<file path="src/rtl/tps_pkg.sv">
// Shared constants, metric codes and handshake types for the trade PnL statistics block.
// No dependencies; every module of the block imports this package.
`timescale 1ns / 1ps
`default_nettype none
package tps_pkg;

	// Store depth and derived widths
	localparam int MAX_TRADES = 1024;
	localparam int ADDR_W     = (MAX_TRADES > 1) ? $clog2(MAX_TRADES) : 1;
	localparam int CNT_W      = $clog2(MAX_TRADES + 1);
	localparam int PNL_W      = 24;
	localparam int RUN_W      = 40;
	localparam int VAL_W      = 64;
	localparam int ROOT_W     = 32;
	localparam int MEAN_W     = 32;
	localparam int ACC_W      = 2 * ROOT_W + CNT_W;
	localparam int NUM_W      = ACC_W;
	localparam int DEN_W      = RUN_W;
	localparam int ITER_W     = $clog2(NUM_W + 1);

	// Metric codes on the result channel
	localparam logic [3:0] M_DRAWDOWN     = 4'd0;
	localparam logic [3:0] M_TOTAL        = 4'd1;
	localparam logic [3:0] M_COUNT        = 4'd2;
	localparam logic [3:0] M_WIN_RATE     = 4'd3;
	localparam logic [3:0] M_PROFIT_FACT  = 4'd4;
	localparam logic [3:0] M_SHARPE       = 4'd5;
	localparam logic [3:0] M_SORTINO      = 4'd6;
	localparam logic [3:0] M_CALMAR       = 4'd7;
	localparam logic [3:0] M_MAX_DD       = 4'd8;
	localparam logic [3:0] M_WINS         = 4'd9;
	localparam logic [3:0] M_LOSSES       = 4'd10;
	localparam logic [3:0] M_AVG_WIN      = 4'd11;
	localparam logic [3:0] M_AVG_LOSS     = 4'd12;
	localparam logic [3:0] M_LARGEST_WIN  = 4'd13;
	localparam logic [3:0] M_LARGEST_LOSS = 4'd14;
	localparam logic [3:0] M_VOLATILITY   = 4'd15;

	// Input command codes
	localparam logic CMD_TRADE  = 1'b0;
	localparam logic CMD_REPORT = 1'b1;

	// Shared arithmetic unit operations
	typedef enum logic {
		OP_DIV,
		OP_SQRT
	} op_t;

	typedef struct packed {
		logic start;
		op_t  op;
	} arith_req_t;

	typedef struct packed {
		logic             done;
		logic [VAL_W-1:0] result;
	} arith_rsp_t;

endpackage
`default_nettype wire

</file>
<file path="src/rtl/tps_arith.sv">
// Shared bit-serial arithmetic unit: unsigned restoring divide and floor square root.
// Depends on tps_pkg for widths and the request/response types.
`timescale 1ns / 1ps
`default_nettype none
module tps_arith (
	input  wire logic                    clk,
	input  wire logic                    arst_n,
	input  wire tps_pkg::arith_req_t     req,
	input  wire logic [tps_pkg::NUM_W-1:0] num,
	input  wire logic [tps_pkg::DEN_W-1:0] den,
	output tps_pkg::arith_rsp_t          rsp
);
	import tps_pkg::*;

	localparam int TRY_W = DEN_W + 2;

	logic              busy_q;
	logic              done_q;
	op_t               op_q;
	logic [ITER_W-1:0] cnt_q;
	logic [DEN_W-1:0]  rem_q;
	logic [DEN_W-1:0]  den_q;
	logic [NUM_W-1:0]  sh_q;
	logic [ROOT_W-1:0] root_q;

	logic [TRY_W-1:0]  try_a;
	logic [TRY_W-1:0]  try_b;
	logic [TRY_W-1:0]  diff;
	logic              ge;

	// Trial subtract: one quotient bit or one root bit per cycle
	always_comb begin
		if (op_q == OP_DIV) begin
			try_a = {1'b0, rem_q, sh_q[NUM_W-1]};
			try_b = TRY_W'(den_q);
		end else begin
			try_a = {rem_q, sh_q[NUM_W-1 -: 2]};
			try_b = TRY_W'({root_q, 2'b01});
		end
		diff = try_a - try_b;
		ge   = (try_a >= try_b);
	end

	// Sequence control
	always_ff @(posedge clk or negedge arst_n) begin
		if (!arst_n) begin
			busy_q <= 1'b0;
			done_q <= 1'b0;
			op_q   <= OP_DIV;
			cnt_q  <= '0;
		end else begin
			done_q <= 1'b0;
			if (req.start) begin
				busy_q <= 1'b1;
				op_q   <= req.op;
				cnt_q  <= (req.op == OP_DIV) ? ITER_W'(NUM_W - 1) : ITER_W'(ROOT_W - 1);
			end else if (busy_q) begin
				cnt_q <= cnt_q - 1'b1;
				if (cnt_q == '0) begin
					busy_q <= 1'b0;
					done_q <= 1'b1;
				end
			end
		end
	end

	// Datapath: load operands, then shift one step per cycle
	always_ff @(posedge clk) begin
		if (req.start) begin
			rem_q  <= '0;
			den_q  <= den;
			root_q <= '0;
			if (req.op == OP_DIV) begin
				sh_q <= num;
			end else begin
				sh_q <= {num[VAL_W-1:0], {(NUM_W - VAL_W){1'b0}}};
			end
		end else if (busy_q) begin
			rem_q  <= ge ? diff[DEN_W-1:0] : try_a[DEN_W-1:0];
			root_q <= {root_q[ROOT_W-2:0], ge};
			if (op_q == OP_DIV) begin
				sh_q <= {sh_q[NUM_W-2:0], ge};
			end else begin
				sh_q <= {sh_q[NUM_W-3:0], 2'b00};
			end
		end
	end

	assign rsp.done   = done_q;
	assign rsp.result = (op_q == OP_DIV) ? sh_q[VAL_W-1:0] : VAL_W'(root_q);

endmodule
`default_nettype wire

</file>
<file path="config.mk">
export PLATFORM = sky130hd
export DESIGN_NAME = tps_arith
export DESIGN_NICKNAME = d
export VERILOG_FILES = /design/src/rtl/tps_pkg.sv /design/src/rtl/tps_arith.sv
export SDC_FILE = /design/constraint.sdc
export NUM_CORES = 1
export LEC_CHECK = 0
export BUFFER_PORTS_ARGS = -buffer_cell sky130_fd_sc_hd__clkbuf_2
export CAP_MARGIN = 5
export CORE_ASPECT_RATIO = 1.1
export CORE_MARGIN = 3
export CORE_UTILIZATION = 53
export CTS_CLUSTER_DIAMETER = 80
export DETAILED_ROUTE_END_ITERATION = 10
export PLACE_DENSITY = 0.85
export REMOVE_ABC_BUFFERS = 1
export SETUP_SLACK_MARGIN = 0.3
export SLEW_MARGIN = 20
export SYNTH_ARGS = -nofsm -noshare
export SYNTH_HDL_FRONTEND = slang
export SYNTH_SLANG_ARGS = --single-unit
</file>
<file path="constraint.sdc">
create_clock -name clk -period 3.9 [get_ports clk]
set_input_delay 0.39 -clock clk [delete_from_list [all_inputs] [get_ports clk]]
set_output_delay 0.39 -clock clk [all_outputs]
set_load 0.01 [all_outputs]
</file>
==> results.toml <==
[timing]
fmax_ghz = 0.274
tightest_slew_ns = 1.01
setup_tns_ns = 0
clock_skew_ns = 0.00912
rsz0062_at_grt = "false"
timing.final.hold_violations = 0
whs_ns = 0.115
setup_violations = 0
max_slew_margin_pct = 32.4
finalCritPeriodShare_pct = 93.6
slew_violations = 0
period_minus_slack_ns = 3.65

[pwr]
power.static_leakage_uw = 0.00647
ir_drop_v = 0.000393
power_density_nw_per_um2 = 688

[cts]
clk_latency_ns = 0.45
cts_tree = "done"
clk_pin_slew_ns = 0.07
cts.sinks = 197
cts_root_buf = "clkbuf_16"
cts_buffers = 17
clockBufferDepth = 2
htreeDepth = 4

[synthesis]
synth-simple-area-share_pct = 13.0
postSynthAreaPerCell_um2 = 9.83
async_flop_share_pct = 5.08
synth_top_family_by_area = "compound AO/OA/AOI/OAI gates"
synth_edf_count = 115
synth_compound_area_share_pct = 19.6
yosys_warnings = 0
syn_inst = 1258
synthMuxAreaShare_pct = 14.6
netlist_area_um2 = 12400
synth_fa_ha_area_share_pct = 4.41
synth-seq-cells = 197
ys.flop_type = "edfxtp_1"
yosysUniqueCellTypes = 75
synthXorXnorAreaFrac_pct = 2.76
yosysSeqAreaShare_pct = 41.6

[placed_design]
port_buffers = 183
place.gp.congestion = 0.948
dp.cells = 1664
dp_hpwl_um = 25200

[grt]
track_usage_pct = 27.2
grt_pass1_vias = 10300
grt_first_pass_wirelength_um = 54700
antenna_found_initial = 0
grt_max_degree = 65
overflow = 0

[setup_path]
setup.worst_path.class = "flip-flop to flip-flop"
worstPathArrival_ns = 3.98
critPathRequiredTime_ns = 4.23
worstSetupStartpointType = "flip-flop"
reg2reg_slack_ns = 0.25
cp_max_fo = 8
cp-end-kind = "flip-flop"

[layout]
layout.cells.non_filler = 1716
final_util_pct = 63.5
layout_common_cells = "182 x clkbuf_2, 115 x edfxtp_1, 109 x nand2_1"
finalNetCount = 1564
drive_above_1_share_pct = 27.8
syn2layout_area_growth_pct = 17.7
nFillCells = 1767
layout_commonest_cell = "clkbuf_2"

[drt]
drt_iter0_drc = 1229
drc_errors = 0
viasPerCell = 6.47
drt_pass1_iterations = 7
wl_um = 37300
dr_total_vias = 11100
antenna_left = 0
avgRoutedWirePerCell_um = 21.7

[floorplan]
core_area_um2 = 22900
die_area_um2 = 25200
core.rowCount = 58
dieHeight_um = 166
initial_utilization_pct = 53.9
io_pins = 184
die_w_um = 152

[run_status]
status = "finished, final reports clean"

[min_path]
holdCritPathClass = "input pin to flip-flop"

[flow_run]
cap_violations = 0
==> logic make-up (layout without fill, tap and decap cells) <==
kind of cell    count (synthesis)  in the layout
flops                         197            197
mux                           172            172
fa+ha+maj                      43             43
compound gates                347            347
simple gates                  344            344
other cells                     0              1
xor+xnor                       39             39
buf+inv                       116            273
==> flip-flops by register name, summed over array words and instances (netlist names) <==
signal and flops:
cnt_q 7, rem_q 40, done_q 1, sh_q 75
op_q 1, root_q 32, busy_q 1, den_q 40
==> final timing paths <==
path,from,end,cells past startpoint
max,op_q,rem_q[27],13
min,den[9],den_q[9],1
max reg2reg,op_q,rem_q[27],13
min reg2reg,rem_q[21],rem_q[21],2
max in group asynchronous,arst_n,op_q,2
min in group asynchronous,arst_n,cnt_q[4],2
==> cells in the mapped netlist, types with 37 or more instances <==
cell      number  area share [%]
edfxtp_1     115              28
nand2_1      109             3.3
a22oi_1      100             6.1
a21oi_1       61             2.5
mux2_2        64             5.8
mux2i_1      108             8.7
ha_1          42             4.2
nor2b_1       48             2.4
o21ai_0       37             1.5
clkbuf_1      68             2.1
dfxtp_1       72              12
nor2_1       109             3.3
a211oi_1      44             2.7
==> through the flow <==
stage	setup slack (ns)	total power [µW]	area, µm²
2_1_floorplan	-3.21	6280	11900
3_3_place_gp	0.294	7320	13500
3_5_place_dp	0.177	7450	13500
4_1_cts	0.327	9130	14100
5_1_grt	0.0500	10500	14600
6_report	0.250	10000	14600
==> report_power, final <==
group | internal, µW | switching (µW)
clock network | 830 | 828
logic | 2540 | 3000
registers | 2560 | 252
total | 5930 | 4080
==> what timing repair did <==
item	4_1_cts	5_1_grt
buffers inserted	3	9
cloned	0	6
pin swaps	0	10
hold buffers	1	0
endpoints found under the hold margin	10	0
endpoints found under the setup margin	41	37
resized for setup	1	67
==> worst max-delay path: stages (launching register included) <==
cell,delay (ns)
dfrtp_4,0.53
buf_8,0.16
or2_4,0.26
ha_4,0.18
fa_2,0.42
nor2b_4,0.16
o31a_1,0.19
o21ai_2,0.11
a31o_4,0.28
a211o_4,0.35
nand3_4,0.24
clkbuf_16,0.23
o21ai_1,0.08
a211oi_1,0.34
==> per-layer routing <==
layer  vias up  wire length, µm  track usage (%)
met5         -                0                0
met4         0             1880             11.7
met2       693            17800             43.8
met3       135             3730             5.79
met1      5289            13900             35.3
li1       4987                -                -
==> cell type report <==
| type | count | area, µm² | area share [%] |
|---|---|---|---|
| clock buffer | 19 | 443 | 3.04 |
| inverter | 16 | 60.1 | 0.413 |
| tap | 300 | 375 | 2.58 |
| multi-input combinational | 945 | 7010 | 48.1 |
| sequential | 197 | 5150 | 35.4 |
| clock inverter | 13 | 81.3 | 0.559 |
| antenna | 1 | 2.50 | 0.0172 |
| timing repair buffer | 225 | 1440 | 9.87 |
(Power assumes the default switching activity.)
